<file path="src/rtl/pidr_pkg.sv">
// Shared types and constants for the PID controller with integral-reset anti-windup.
// Used by pidr_mac and by the top level pid_with_reset_antiwindup_unit.
// Depends on nothing.
package pidr_pkg;

  // Configuration register indexes.
  localparam logic [2:0] REG_PROP_GAIN   = 3'd0;
  localparam logic [2:0] REG_INTEG_GAIN  = 3'd1;
  localparam logic [2:0] REG_DERIV_GAIN  = 3'd2;
  localparam logic [2:0] REG_PERIOD      = 3'd3;
  localparam logic [2:0] REG_OUT_LIMIT   = 3'd4;

  localparam int GAIN_WIDTH  = 16;
  localparam int LIMIT_WIDTH = 15;
  localparam int CHUNK_WIDTH = 16;

  // Reset values of the configuration registers.
  localparam logic [GAIN_WIDTH-1:0]  PROP_GAIN_RST  = 16'd1016;
  localparam logic [GAIN_WIDTH-1:0]  INTEG_GAIN_RST = 16'd69;
  localparam logic [GAIN_WIDTH-1:0]  DERIV_GAIN_RST = 16'd30336;
  localparam logic [GAIN_WIDTH-1:0]  PERIOD_RST     = 16'd2185;
  localparam logic [LIMIT_WIDTH-1:0] OUT_LIMIT_RST  = 15'd2240;

  // Binary point positions used when the products are combined.
  localparam int INC_SHIFT   = 6;
  localparam int ITERM_SHIFT = 10;
  localparam int OUT_SHIFT   = 8;

  // Request to the shared multiply-accumulate unit.
  typedef struct packed {
    logic                  start;
    logic [GAIN_WIDTH-1:0] gain;
  } mac_req_t;

endpackage

</file>
<file path="src/rtl/pidr_mac.sv">
// Shared multiplier: signed operand times unsigned 16-bit gain, 16 operand bits per cycle.
// Partial products are accumulated most significant chunk first (Horner form).
// Depends on pidr_pkg.
module pidr_mac #(
  parameter int NCH = 2
) (
  input  logic                       clk,
  input  logic                       rst,
  input  pidr_pkg::mac_req_t         req,
  input  logic [NCH*16-1:0]          opnd,
  output logic signed [NCH*16+17:0]  prod,
  output logic                       done
);

  localparam int XW = NCH * pidr_pkg::CHUNK_WIDTH;
  localparam int AW = XW + 18;
  localparam int CW = (NCH > 1) ? $clog2(NCH) : 1;

  logic [XW-1:0]                    x_reg;
  logic [pidr_pkg::GAIN_WIDTH-1:0]  g_reg;
  logic                             act;
  logic                             first;
  logic [CW-1:0]                    cnt;

  logic signed [33:0]               pp;
  logic                             pp_vld;
  logic                             pp_first;
  logic                             pp_last;

  logic [15:0]                      chunk;
  logic signed [16:0]               chunk_ext;
  logic signed [16:0]               gain_ext;
  logic signed [AW-1:0]             acc;
  logic signed [AW-1:0]             acc_next;

  assign chunk     = x_reg[XW-1 -: 16];
  // Only the top chunk carries the sign; lower chunks are plain magnitudes.
  assign chunk_ext = $signed({chunk[15] & first, chunk});
  assign gain_ext  = $signed({1'b0, g_reg});
  assign acc_next  = (pp_first ? AW'(0) : (acc <<< 16)) + AW'(pp);

  always_ff @(posedge clk) begin
    if (rst) begin
      act    <= 1'b0;
      pp_vld <= 1'b0;
      done   <= 1'b0;
    end else begin
      if (req.start) begin
        act <= 1'b1;
      end else if (act && cnt == '0) begin
        act <= 1'b0;
      end
      pp_vld <= act;
      done   <= pp_vld && pp_last;
    end
  end

  always_ff @(posedge clk) begin
    if (req.start) begin
      x_reg <= opnd;
      g_reg <= req.gain;
      cnt   <= CW'(NCH - 1);
      first <= 1'b1;
    end else if (act) begin
      x_reg <= x_reg << 16;
      cnt   <= cnt - 1'b1;
      first <= 1'b0;
    end
    if (act) begin
      pp       <= chunk_ext * gain_ext;
      pp_first <= first;
      pp_last  <= (cnt == '0);
    end
    if (pp_vld) begin
      acc <= acc_next;
    end
  end

  assign prod = acc;

  a_no_restart: assert property (@(posedge clk) disable iff (rst)
    req.start |-> !act)
    else $error("mac started while busy");

  a_start_act: assert property (@(posedge clk) disable iff (rst)
    req.start |=> act)
    else $error("mac did not begin after a start");

  a_done_pulse: assert property (@(posedge clk) disable iff (rst)
    done |=> !done)
    else $error("mac done lasted more than one cycle");

endmodule

</file>
<file path="src/rtl/pid_with_reset_antiwindup_unit.sv">
// PID controller with anti-windup by integral reset: top level and sequencer.
// Depends on pidr_pkg and pidr_mac.
//
// Usage: one input beat (target_value, measured_value) is one control tick.
// The block forms the error, updates the saturating integral, and returns one
// output beat (drive_value, limited) per tick on the out channel.
// All four products (error*period, kp*error, kd_rate*delta, ki*integral) go
// through one shared 17x17 multiplier that takes 16 operand bits per cycle,
// NCH = ceil(max(SAMPLE_WIDTH+2, INTEGRAL_WIDTH)/16) chunks per product.
// A beat reaches out_valid once all four products and the final output step
// are done, and in_ready returns in that same cycle; a new beat is taken
// only after the previous tick has finished. in_ready is high only while
// the sequencer is idle.
// The result sits in an output register: a new beat is accepted while an
// earlier result waits, but a finished tick waits for that register to empty.
// Reset (synchronous, active high) restores the gain, period and limit
// registers to their defaults and clears the integral, previous error and
// saturated flag. Configuration writes belong in idle periods with no tick in flight.
module pid_with_reset_antiwindup_unit #(
  parameter int SAMPLE_WIDTH   = 16,
  parameter int INTEGRAL_WIDTH = 32
) (
  input  logic                              clk,
  input  logic                              rst,
  input  logic                              cfg_write,
  input  logic [2:0]                        cfg_index,
  input  logic [pidr_pkg::GAIN_WIDTH-1:0]   cfg_data,
  input  logic                              in_valid,
  output logic                              in_ready,
  input  logic signed [SAMPLE_WIDTH-1:0]    target_value,
  input  logic signed [SAMPLE_WIDTH-1:0]    measured_value,
  output logic                              out_valid,
  input  logic                              out_ready,
  output logic signed [SAMPLE_WIDTH-1:0]    drive_value,
  output logic                              limited
);

  localparam int SW   = SAMPLE_WIDTH;
  localparam int IW   = INTEGRAL_WIDTH;
  localparam int OPW  = (SW + 2 > IW) ? SW + 2 : IW;
  localparam int NCH  = (OPW + 15) / 16;
  localparam int XW   = NCH * 16;
  localparam int AW   = XW + 18;
  localparam int SUMW = AW + 1;

  localparam logic [2:0] ST_IDLE = 3'd0;
  localparam logic [2:0] ST_INC  = 3'd1;
  localparam logic [2:0] ST_PROP = 3'd2;
  localparam logic [2:0] ST_DER  = 3'd3;
  localparam logic [2:0] ST_INT  = 3'd4;
  localparam logic [2:0] ST_FIN  = 3'd5;

  logic [2:0] state;
  logic [2:0] state_next;

  logic [pidr_pkg::GAIN_WIDTH-1:0]  prop_gain;
  logic [pidr_pkg::GAIN_WIDTH-1:0]  integral_gain;
  logic [pidr_pkg::GAIN_WIDTH-1:0]  deriv_rate_gain;
  logic [pidr_pkg::GAIN_WIDTH-1:0]  sample_period;
  logic [pidr_pkg::LIMIT_WIDTH-1:0] output_limit;

  logic signed [IW-1:0]   integral_sum;
  logic signed [SW:0]     last_error;
  logic                   was_limited;
  logic signed [SW:0]     err;
  logic signed [SUMW-1:0] acc_sum;

  logic signed [SW:0]     err_in;
  logic signed [SW+1:0]   delta_err;
  pidr_pkg::mac_req_t     mac_req;
  logic [XW-1:0]          mac_opnd;
  logic signed [AW-1:0]   mac_prod;
  logic                   mac_done;

  logic signed [AW-1:0]   inc;
  logic signed [SUMW-1:0] isum;
  logic signed [SUMW-1:0] imax_w;
  logic signed [SUMW-1:0] imin_w;
  logic signed [SUMW-1:0] isum_sat;
  logic signed [SUMW-1:0] outv;
  logic signed [SUMW-1:0] lim_w;
  logic signed [SUMW-1:0] neg_lim;
  logic                   clamp;
  logic signed [SUMW-1:0] drive_next;
  logic                   out_free;

  assign err_in    = (SW + 1)'(target_value) - (SW + 1)'(measured_value);
  assign delta_err = (SW + 2)'(err) - (SW + 2)'(last_error);
  assign in_ready  = (state == ST_IDLE);
  assign out_free  = !out_valid || out_ready;

  // Integral update with saturation at the register width.
  assign inc      = mac_prod >>> pidr_pkg::INC_SHIFT;
  assign isum     = SUMW'(integral_sum) + SUMW'(inc);
  assign imax_w   = $signed({{(SUMW - IW + 1){1'b0}}, {(IW - 1){1'b1}}});
  assign imin_w   = ~imax_w;
  assign isum_sat = (isum > imax_w) ? imax_w : ((isum < imin_w) ? imin_w : isum);

  // Output scaling and magnitude clamp.
  assign outv       = acc_sum >>> pidr_pkg::OUT_SHIFT;
  assign lim_w      = $signed(SUMW'(output_limit));
  assign neg_lim    = -lim_w;
  assign clamp      = (outv > lim_w) || (outv < neg_lim);
  assign drive_next = clamp ? (outv[SUMW-1] ? neg_lim : lim_w) : outv;

  pidr_mac #(
    .NCH (NCH)
  ) u_mac (
    .clk  (clk),
    .rst  (rst),
    .req  (mac_req),
    .opnd (mac_opnd),
    .prod (mac_prod),
    .done (mac_done)
  );

  // Sequencer: each product state but the last launches the next product when the current one ends.
  always_comb begin
    state_next    = state;
    mac_req.start = 1'b0;
    mac_req.gain  = '0;
    mac_opnd      = '0;
    unique case (state)
      ST_IDLE: begin
        if (in_valid) begin
          mac_req.start = 1'b1;
          mac_req.gain  = sample_period;
          mac_opnd      = XW'(err_in);
          state_next    = ST_INC;
        end
      end
      ST_INC: begin
        if (mac_done) begin
          mac_req.start = 1'b1;
          mac_req.gain  = prop_gain;
          mac_opnd      = XW'(err);
          state_next    = ST_PROP;
        end
      end
      ST_PROP: begin
        if (mac_done) begin
          mac_req.start = 1'b1;
          mac_req.gain  = deriv_rate_gain;
          mac_opnd      = XW'(delta_err);
          state_next    = ST_DER;
        end
      end
      ST_DER: begin
        if (mac_done) begin
          // The integral term is dropped after a saturated tick.
          mac_req.start = 1'b1;
          mac_req.gain  = was_limited ? '0 : integral_gain;
          mac_opnd      = XW'(integral_sum);
          state_next    = ST_INT;
        end
      end
      ST_INT: begin
        if (mac_done) begin
          state_next = ST_FIN;
        end
      end
      ST_FIN: begin
        if (out_free) begin
          state_next = ST_IDLE;
        end
      end
      default: begin
        state_next = ST_IDLE;
      end
    endcase
  end

  always_ff @(posedge clk) begin
    if (rst) begin
      state           <= ST_IDLE;
      prop_gain       <= pidr_pkg::PROP_GAIN_RST;
      integral_gain   <= pidr_pkg::INTEG_GAIN_RST;
      deriv_rate_gain <= pidr_pkg::DERIV_GAIN_RST;
      sample_period   <= pidr_pkg::PERIOD_RST;
      output_limit    <= pidr_pkg::OUT_LIMIT_RST;
      integral_sum    <= '0;
      last_error      <= '0;
      was_limited     <= 1'b0;
      out_valid       <= 1'b0;
    end else begin
      state <= state_next;
      if (cfg_write) begin
        unique case (cfg_index)
          pidr_pkg::REG_PROP_GAIN:  prop_gain       <= cfg_data;
          pidr_pkg::REG_INTEG_GAIN: integral_gain   <= cfg_data;
          pidr_pkg::REG_DERIV_GAIN: deriv_rate_gain <= cfg_data;
          pidr_pkg::REG_PERIOD:     sample_period   <= cfg_data;
          pidr_pkg::REG_OUT_LIMIT:  output_limit    <= cfg_data[pidr_pkg::LIMIT_WIDTH-1:0];
          default: ;
        endcase
      end
      if (state == ST_INC && mac_done) begin
        integral_sum <= isum_sat[IW-1:0];
      end
      if (state == ST_FIN && out_free) begin
        out_valid   <= 1'b1;
        was_limited <= clamp;
        last_error  <= err;
        if (clamp) begin
          integral_sum <= '0;
        end
      end else if (out_valid && out_ready) begin
        out_valid <= 1'b0;
      end
    end
  end

  always_ff @(posedge clk) begin
    if (state == ST_IDLE && in_valid) begin
      err <= err_in;
    end
    if (mac_done) begin
      unique case (state)
        ST_PROP: acc_sum <= SUMW'(mac_prod);
        ST_DER:  acc_sum <= acc_sum + SUMW'(mac_prod);
        ST_INT:  acc_sum <= acc_sum + SUMW'(mac_prod >>> pidr_pkg::ITERM_SHIFT);
        default: ;
      endcase
    end
    if (state == ST_FIN && out_free) begin
      drive_value <= drive_next[SW-1:0];
      limited     <= clamp;
    end
  end

  logic [SW-1:0] lim_pos;
  logic [SW-1:0] lim_neg;
  assign lim_pos = lim_w[SW-1:0];
  assign lim_neg = neg_lim[SW-1:0];

  // The multiplier never reports a product while the sequencer is idle.
  a_no_done_idle: assert property (@(posedge clk) disable iff (rst)
    (state == ST_IDLE) |-> !mac_done)
    else $error("product finished with no tick in progress");

  // A clamped result carries exactly the limit magnitude.
  a_limit_value: assert property (@(posedge clk) disable iff (rst)
    (out_valid && limited) |-> (drive_value == lim_pos || drive_value == lim_neg))
    else $error("clamped output differs from the limit");

  // After a saturated tick the integral stays cleared until the next tick starts.
  a_windup_clear: assert property (@(posedge clk) disable iff (rst)
    (was_limited && state == ST_IDLE) |-> (integral_sum == '0))
    else $error("integral not cleared after saturation");

  // An accepted beat always starts with the integral increment.
  a_start_seq: assert property (@(posedge clk) disable iff (rst)
    (in_valid && in_ready) |=> (state == ST_INC))
    else $error("tick did not start with the integral product");

endmodule

</file>
<file path="config.mk">
export PLATFORM = sky130hd
export DESIGN_NAME = pid_with_reset_antiwindup_unit
export DESIGN_NICKNAME = d
export VERILOG_FILES = /design/src/rtl/pidr_pkg.sv /design/src/rtl/pidr_mac.sv /design/src/rtl/pid_with_reset_antiwindup_unit.sv
export SDC_FILE = /design/constraint.sdc
export NUM_CORES = 2
export LEC_CHECK = 0
export BUFFER_PORTS_ARGS = -buffer_cell sky130_fd_sc_hd__buf_2
export CAP_MARGIN = 10
export CORE_MARGIN = 2
export CORE_UTILIZATION = 25
export DETAILED_ROUTE_END_ITERATION = 8
export HOLD_SLACK_MARGIN = 0.05
export SYNTH_ARGS = -nofsm -noshare
export SYNTH_HDL_FRONTEND = slang
export SYNTH_HIERARCHICAL = 1
export SYNTH_SLANG_ARGS = --single-unit
</file>
<file path="constraint.sdc">
create_clock -name clk -period 9 [get_ports clk]
set_input_delay 0.45 -clock clk [delete_from_list [all_inputs] [get_ports clk]]
set_output_delay 0.45 -clock clk [all_outputs]
set_load 0.03 [all_outputs]
</file>
== After elaboration in Yosys (flattened, before gate mapping) ==
Cells that the tools add are included.
Widths: inputs -> output; s select.

* Register bits: 357
* Bits of input ports: 56
* Word-level logic and storage cells: 110
* Output and inout bits: 19

* Bitwise gates (word level): 2
* Multiply operators: 1
* Reductions and logical operators: 22
* Multiplexer cells: 33
* Add/subtract/negate cells: 8
* Equal/unequal tests: 15
* $lt $le $gt $ge: 4

{| class="wikitable"
|+ Operators with widths
! cell !! number
|-
| $mux 32 || 11
|-
| $pmux 51 s3 || 1
|-
| $pmux 32 s4 || 1
|-
| $mux 17 || 4
|-
| $pmux 17 s4 || 1
|-
| $add 51x40->51 || 1
|-
| $add 51x50->51 || 1
|-
| $lt 43x51->1 || 1
|-
| $neg 15->51 || 1
|-
| $add 50x34->50 || 1
|-
| $mux 50 || 1
|-
| $mux 16 || 3
|-
| $add 32x44->45 || 1
|-
| $gt 45x32->1 const B || 1
|-
| $lt 45x32->1 const B || 1
|-
| $gt 43x16->1 || 1
|-
| $mul 17x17->34 || 1
|-
| $mux 3 || 6
|-
| $pmux 3 s6 || 1
|-
| $sub 17x17->18 || 1
|-
| $sub 16x16->17 || 1
|-
| $eq 3x2->1 const B || 4
|-
| $reduce_and 2->1 || 6
|-
| $eq 3x3->1 const B || 3
|-
| other kinds (14) || 31
|}

== Depth between registers and ports, before layout ==
* Depth in word-level cells: 7
* Depth in mapped cells: 26
* Gate-level depth less buffers: 24

== Cells and area by module ==
Netlist, hierarchy kept.

{| class="wikitable"
|+ Modules (own cells, without submodules)
! module !! area each (µm²) !! instances !! cells each !! sequential area each (µm²)
|-
| pid_with_reset_antiwindup_unit || 18,699.2 || 1 || 2,426 || 5,215.0
|-
| pidr_mac || 16,687.3 || 1 || 1,620 || 4,124.0
|}

== Worst setup path after synthesis ==
No wires, ideal clock.

* Path kind: reg2reg
* From: reg u_mac.x_reg[31]
* To: reg u_mac.pp[33] (data pin)
* Cell stages (with the launch flop): 27
* Arrival: 6.542 ns
* Path buffers: 2
* Data required time: 8.740 ns
* Period minus slack after synthesis: 6.802 ns
* Setup time: 0.260 ns
* Slack: 2.198 ns
* Path through: edfxtp_1 clkbuf_1 and2_0 clkbuf_1 nand2_1 inv_1 fa_1 inv_1 fa_1 inv_1 fa_1 fa_1 fa_1 inv_1 fa_1 inv_1 ha_1 a21o_1 a21oi_1 o21ai_1 o21a_1 a31o_2 a211o_1 o311a_1 a21oi_1 o21bai_1 xnor2_1

* Word-level cells in the longest chain between the ends: 2

{| class="wikitable"
|+ RTL lines
! what !! RTL line !! RTL
|-
| start, declared || pidr_mac.sv:19 || <nowiki>logic [XW-1:0] x_reg;</nowiki>
|-
| start signal, assigned || pidr_mac.sv:60 || <nowiki>x_reg <= opnd;</nowiki>
|-
| start signal, assigned || pidr_mac.sv:65 || <nowiki>x_reg <= x_reg << 16;</nowiki>
|-
| $and 1x1->1 || pidr_mac.sv:38 || <nowiki>assign chunk_ext = $signed({chunk[15] & first, chunk});</nowiki>
|-
| $mul 17x17->34 (*) || pidr_mac.sv:70 || <nowiki>pp <= chunk_ext * gain_ext;</nowiki>
|-
| end signal, assigned || pidr_mac.sv:70 ||
|-
| end, declared || pidr_mac.sv:25 || <nowiki>logic signed [33:0] pp;</nowiki>
|}

Mark *: on every way between the ends. The rest lies on a longest branch, timed or not.
A chain may end at the register's enable or synchronous reset.

== Final worst setup path ==
Same ends and word-level chain as after synthesis.

==> out/qor.log <==
INFO  outcome        run_status=completed
INFO  global_route   vias_in_the_first_global_route=28280
INFO  placed_design  setup_slack_at_placement=1.433ns
INFO  floorplanning  io_pins=75
INFO  placed_design  port_buffers=74
INFO  logic_synthesis ys_seq_area_frac=0.2639
INFO  pwr            seq_power_share=0.194
INFO  timing         tns=0ns
INFO  final_layout   design.final.nets=4678
INFO  timing         fin_crit_sh=0.8414
INFO  logic_synthesis synthDominantAreaCellType=sky130_fd_sc_hd__edfxtp_1
INFO  cts            cts_setup_buffers=0
INFO  logic_synthesis synthSimpleGateAreaFrac=0.1843
INFO  worst_hold_path hold_path_class=in -> reg
INFO  setup_path     depth_of_the_worst_register_to_register_path=24
INFO  floorplanning  die_x=380.2µm
INFO  final_layout   synthToLayoutAreaGrowth=10.86%
INFO  cts            clock_tree.buffer_depth=3
INFO  final_layout   post_route_cells_drive_above_1_share=0.06182
INFO  cts            later_pin_clock_latency_in_the_skew_report=0.64ns
INFO  pwr            p_clk_frac=0.138
INFO  logic_synthesis synthXorXnorAreaFrac=0.04703
INFO  logic_synthesis post-synth-top-area-fraction=0.1858
INFO  cts            hold_buffers=0
INFO  detailed_routing drt_first_pass_iters=6
INFO  floorplanning  die_area=144600µm²
INFO  floorplanning  num_rows=138
INFO  logic_synthesis synth-adder-area-share=0.2720
INFO  timing         layout_setup_ws=1.427ns
INFO  placed_design  dp_hpwl=80440µm
INFO  global_route   globalRouteOverflowTotal=0
INFO  setup_path     worstPathRequired=9.39ns
INFO  setup_path     critical_path_arrival=7.96ns
INFO  cts            cts.reportedPaths.clkPinSlew=0.08ns
INFO  timing         slew_of_the_pin_with_the_lowest_slew_margin=1.072ns
INFO  timing         unrepaired_setup_endpoints_after_global_routing=no
INFO  setup_path     crit-reg2reg-launch=u_mac/x_reg[31]$_DFFE_PP_
INFO  cts            tritoncts=done
INFO  final_layout   largest_register_ffs=51
INFO  logic_synthesis synth_compound_gate_area_share=0.1530
INFO  worst_hold_path hold_path_end=prop_gain[15]$_SDFFE_PP0P_
INFO  logic_synthesis syn-cell-area=35390µm²
INFO  pwr            leakage=17.05nW
INFO  global_route   grtUsageTotal=0.1430
INFO  setup_path     cp-end-kind=register
INFO  timing         timing.clock.skew=0.07299ns
INFO  cts            numClockSinks=357
INFO  timing         max_slew_margin=0.2851
INFO  detailed_routing detailroute.via_count=28680
INFO  logic_synthesis number_of_enable_flip_flop_cells_after_synthesis=219
INFO  logic_synthesis synth_area_leaders=sky130_fd_sc_hd__edfxtp_1 (19%), sky130_fd_sc_hd__fa_1 (16%), sky130_fd_sc_hd__ha_1 (11%)
INFO  timing         setup_viol=0
INFO  placed_design  placedInstanceArea=37620µm²
INFO  logic_synthesis top_ff_cell_synth=sky130_fd_sc_hd__edfxtp_1
INFO  logic_synthesis yosys_register_bits=357
INFO  pwr            switching_share=0.4632
INFO  logic_synthesis synthDistinctLibCells=96
INFO  pwr            cellPowerDensity=357.4nW/µm²
INFO  timing         final_period_minus_worst_setup_slack=7.573ns
INFO  floorplanning  dieHeight=380.2µm
INFO  logic_synthesis synthesis.nets=4701
INFO  global_route   grt_pass1_wl=164600µm
INFO  global_route   grt_start_max_net_pins=94
INFO  detailed_routing antenna_violating_nets_post_route=0
INFO  detailed_routing drt_drc_violations_left=0
INFO  setup_path     critPathKind=reg -> reg
INFO  pwr            max-vdd-ir-drop=0.0004504V
INFO  pwr            share_comb_of_total_power=0.668
INFO  placed_design  place.gp.congestion=0.9331
INFO  cts            cts_inserted_buffers=45
INFO  cts            htree_num_levels=2
INFO  setup_path     worst_setup_path_startpoint=u_mac/x_reg[31]$_DFFE_PP_
INFO  logic_synthesis combinational_family_with_the_most_area_after_synthesis=adder cells
INFO  cts            clk_root_buffer_cell=sky130_fd_sc_hd__clkbuf_16
INFO  detailed_routing drt_iter0_drc=2259
INFO  cts            post_cts_resize_count=0
INFO  setup_path     timing.reg2reg.setup_slack=1.43ns
INFO  logic_synthesis syn_inst=4046
INFO  final_layout   final_area=39230µm²
INFO  logic_synthesis yosysWarnings=6
INFO  setup_path     r2r-end=u_mac/pp[33]$_DFFE_PP_
INFO  floorplanning  placeableCoreArea=141100µm²
INFO  logic_synthesis async_flop_share=0
INFO  timing         timing.fmax=132.1MHz
INFO  detailed_routing drt_wl_total=105700µm
INFO  worst_hold_path timing.hold.worst.start=cfg_data[15]
INFO  timing         timing.final.hold_violations=0
INFO  pwr            netSwitchingPower=0.006495W
INFO  setup_path     crit_path_start_kind=register
INFO  worst_hold_path number_of_stages_on_the_worst_hold_path=3
INFO  timing         maxSlewViolCount=0
INFO  final_layout   regMostFlops=acc_sum
INFO  logic_synthesis yosys-mux-area-fraction=0.008062
INFO  pwr            internal_power=0.007527W
INFO  detailed_routing route.detailed.vias_per_inst=4.818
INFO  global_route   grt_antenna_before_repair=5
INFO  floorplanning  initial_utilization=0.2508
INFO  setup_path     maximum_net_fanout_on_the_critical_path=19
INFO  flow_run       number_of_maximum_capacitance_violations=0
INFO  detailed_routing wl_per_cell=17.75µm
INFO  logic_synthesis synth.avg_cell_area=8.746µm²
## critical path: stages, from the launching register on
cell,delay (ns)
sky130_fd_sc_hd__edfxtp_1,0.70
sky130_fd_sc_hd__and2_0,0.62
sky130_fd_sc_hd__nand2_1,0.20
sky130_fd_sc_hd__inv_1,0.15
sky130_fd_sc_hd__fa_1,0.45
sky130_fd_sc_hd__inv_1,0.23
sky130_fd_sc_hd__fa_1,0.48
sky130_fd_sc_hd__inv_1,0.31
sky130_fd_sc_hd__fa_1,0.51
sky130_fd_sc_hd__fa_1,0.47
sky130_fd_sc_hd__fa_1,0.55
sky130_fd_sc_hd__inv_1,0.06
sky130_fd_sc_hd__fa_1,0.52
sky130_fd_sc_hd__inv_1,0.04
sky130_fd_sc_hd__ha_1,0.34
sky130_fd_sc_hd__a21o_1,0.20
sky130_fd_sc_hd__a21oi_1,0.14
sky130_fd_sc_hd__o21ai_1,0.12
sky130_fd_sc_hd__o21a_1,0.20
sky130_fd_sc_hd__a31o_2,0.23
sky130_fd_sc_hd__a211o_1,0.26
sky130_fd_sc_hd__o311a_1,0.12
sky130_fd_sc_hd__a21oi_1,0.15
sky130_fd_sc_hd__o21bai_1,0.09
sky130_fd_sc_hd__xnor2_1,0.13
## final cells by class
class / count / area (µm²)
Fill cell: 14920 / 101800
Multi-Input combinational cell: 3045 / 23570
Sequential cell: 357 / 9341
Tap cell: 1890 / 2365
Inverter: 474 / 1779
Clock buffer: 55 / 1214
Timing Repair Buffer: 100 / 588.1
Clock inverter: 29 / 365.4
Antenna cell: 2 / 5.005
## worst max path at each step
stage,endpoint,depth (start not counted),slack [ns]
6_report,u_mac/pp[33]$_DFFE_PP_,24,1.43
5_1_grt,u_mac/pp[33]$_DFFE_PP_,24,0.86
4_1_cts,u_mac/pp[33]$_DFFE_PP_,24,1.41
3_5_place_dp,u_mac/pp[33]$_DFFE_PP_,24,1.43
3_3_place_gp,u_mac/pp[33]$_DFFE_PP_,24,1.60
2_1_floorplan,u_mac/pp[33]$_DFFE_PP_,26,2.20
## cells in the mapped netlist (28+ instances only)
| master | count |
|---|---|
| sky130_fd_sc_hd__fa_1 | 284 |
| sky130_fd_sc_hd__nand3b_1 | 28 |
| sky130_fd_sc_hd__nand3_1 | 59 |
| sky130_fd_sc_hd__xor2_1 | 63 |
| sky130_fd_sc_hd__and2_1 | 142 |
| sky130_fd_sc_hd__nor2b_1 | 59 |
| sky130_fd_sc_hd__o21ai_0 | 141 |
| sky130_fd_sc_hd__nor3_1 | 42 |
| sky130_fd_sc_hd__nor4_1 | 47 |
| sky130_fd_sc_hd__edfxtp_1 | 219 |
| sky130_fd_sc_hd__a21o_1 | 86 |
| sky130_fd_sc_hd__xnor2_1 | 127 |
| sky130_fd_sc_hd__clkbuf_1 | 149 |
| sky130_fd_sc_hd__ha_1 | 315 |
| sky130_fd_sc_hd__dfxtp_1 | 138 |
| sky130_fd_sc_hd__nand2_1 | 731 |
| sky130_fd_sc_hd__nor2_1 | 152 |
| sky130_fd_sc_hd__a21oi_1 | 292 |
| sky130_fd_sc_hd__inv_1 | 474 |
| sky130_fd_sc_hd__o21a_1 | 34 |
## power groups by stage
| stage | clock [W] | combinational, W | sequential [W] |
|---|---|---|---|
| floorplan | 0 | 0.00735 | 0.00255 |
| global placement | 0 | 0.00916 | 0.00276 |
| detailed placement | 0 | 0.00932 | 0.00276 |
| CTS | 0.00197 | 0.00939 | 0.00272 |
| global route | 0.00203 | 0.0107 | 0.00273 |
| finish | 0.00193 | 0.00937 | 0.00272 |
## routing by layer
layer / vias to the layer above / track usage / share of wire
met5: - / 0 / 0.00019
met4: 2 / 0.04152 / 0.028
met3: 141 / 0.01910 / 0.064
met2: 851 / 0.2328 / 0.45
met1: 13960 / 0.1971 / 0.45
li1: 13730 / - / -
## logic make-up (layout without fill, tap and decap cells)
family | Yosys count | count (layout)
xor+xnor | 190 | 190
simple gates | 1396 | 1396
buf+inv | 644 | 658
compound gates | 834 | 834
flops | 357 | 357
other cells | 0 | 2
fa+ha+maj | 599 | 599
mux | 26 | 26
## cell usage in the layout (no fill, tap or decap), types with 73 or more instances in the layout
master	instances
sky130_fd_sc_hd__xnor2_1	127
sky130_fd_sc_hd__inv_1	474
sky130_fd_sc_hd__buf_2	73
sky130_fd_sc_hd__edfxtp_1	219
sky130_fd_sc_hd__dfxtp_1	136
sky130_fd_sc_hd__and2_1	141
sky130_fd_sc_hd__a21o_1	86
sky130_fd_sc_hd__ha_1	315
sky130_fd_sc_hd__fa_1	284
sky130_fd_sc_hd__o21ai_0	141
sky130_fd_sc_hd__a21oi_1	288
sky130_fd_sc_hd__nand2_1	730
sky130_fd_sc_hd__nor2_1	151
## through the flow
step / instances / utilization / hold WS (ns) / total power, W
after floorplan: 4046 / - / 0.4003 / 0.009900
after global placement: 5865 / 0.2667 / 0.4031 / 0.01192
after detailed placement: 5865 / 0.2667 / 0.4045 / 0.01208
after CTS: 5949 / 0.2779 / 0.08100 / 0.01408
after global routing: 5951 / 0.2781 / 0.1113 / 0.01549
final: 5952 / 0.2781 / 0.1092 / 0.01402
Note: power is estimated with default switching activity, not from simulation.
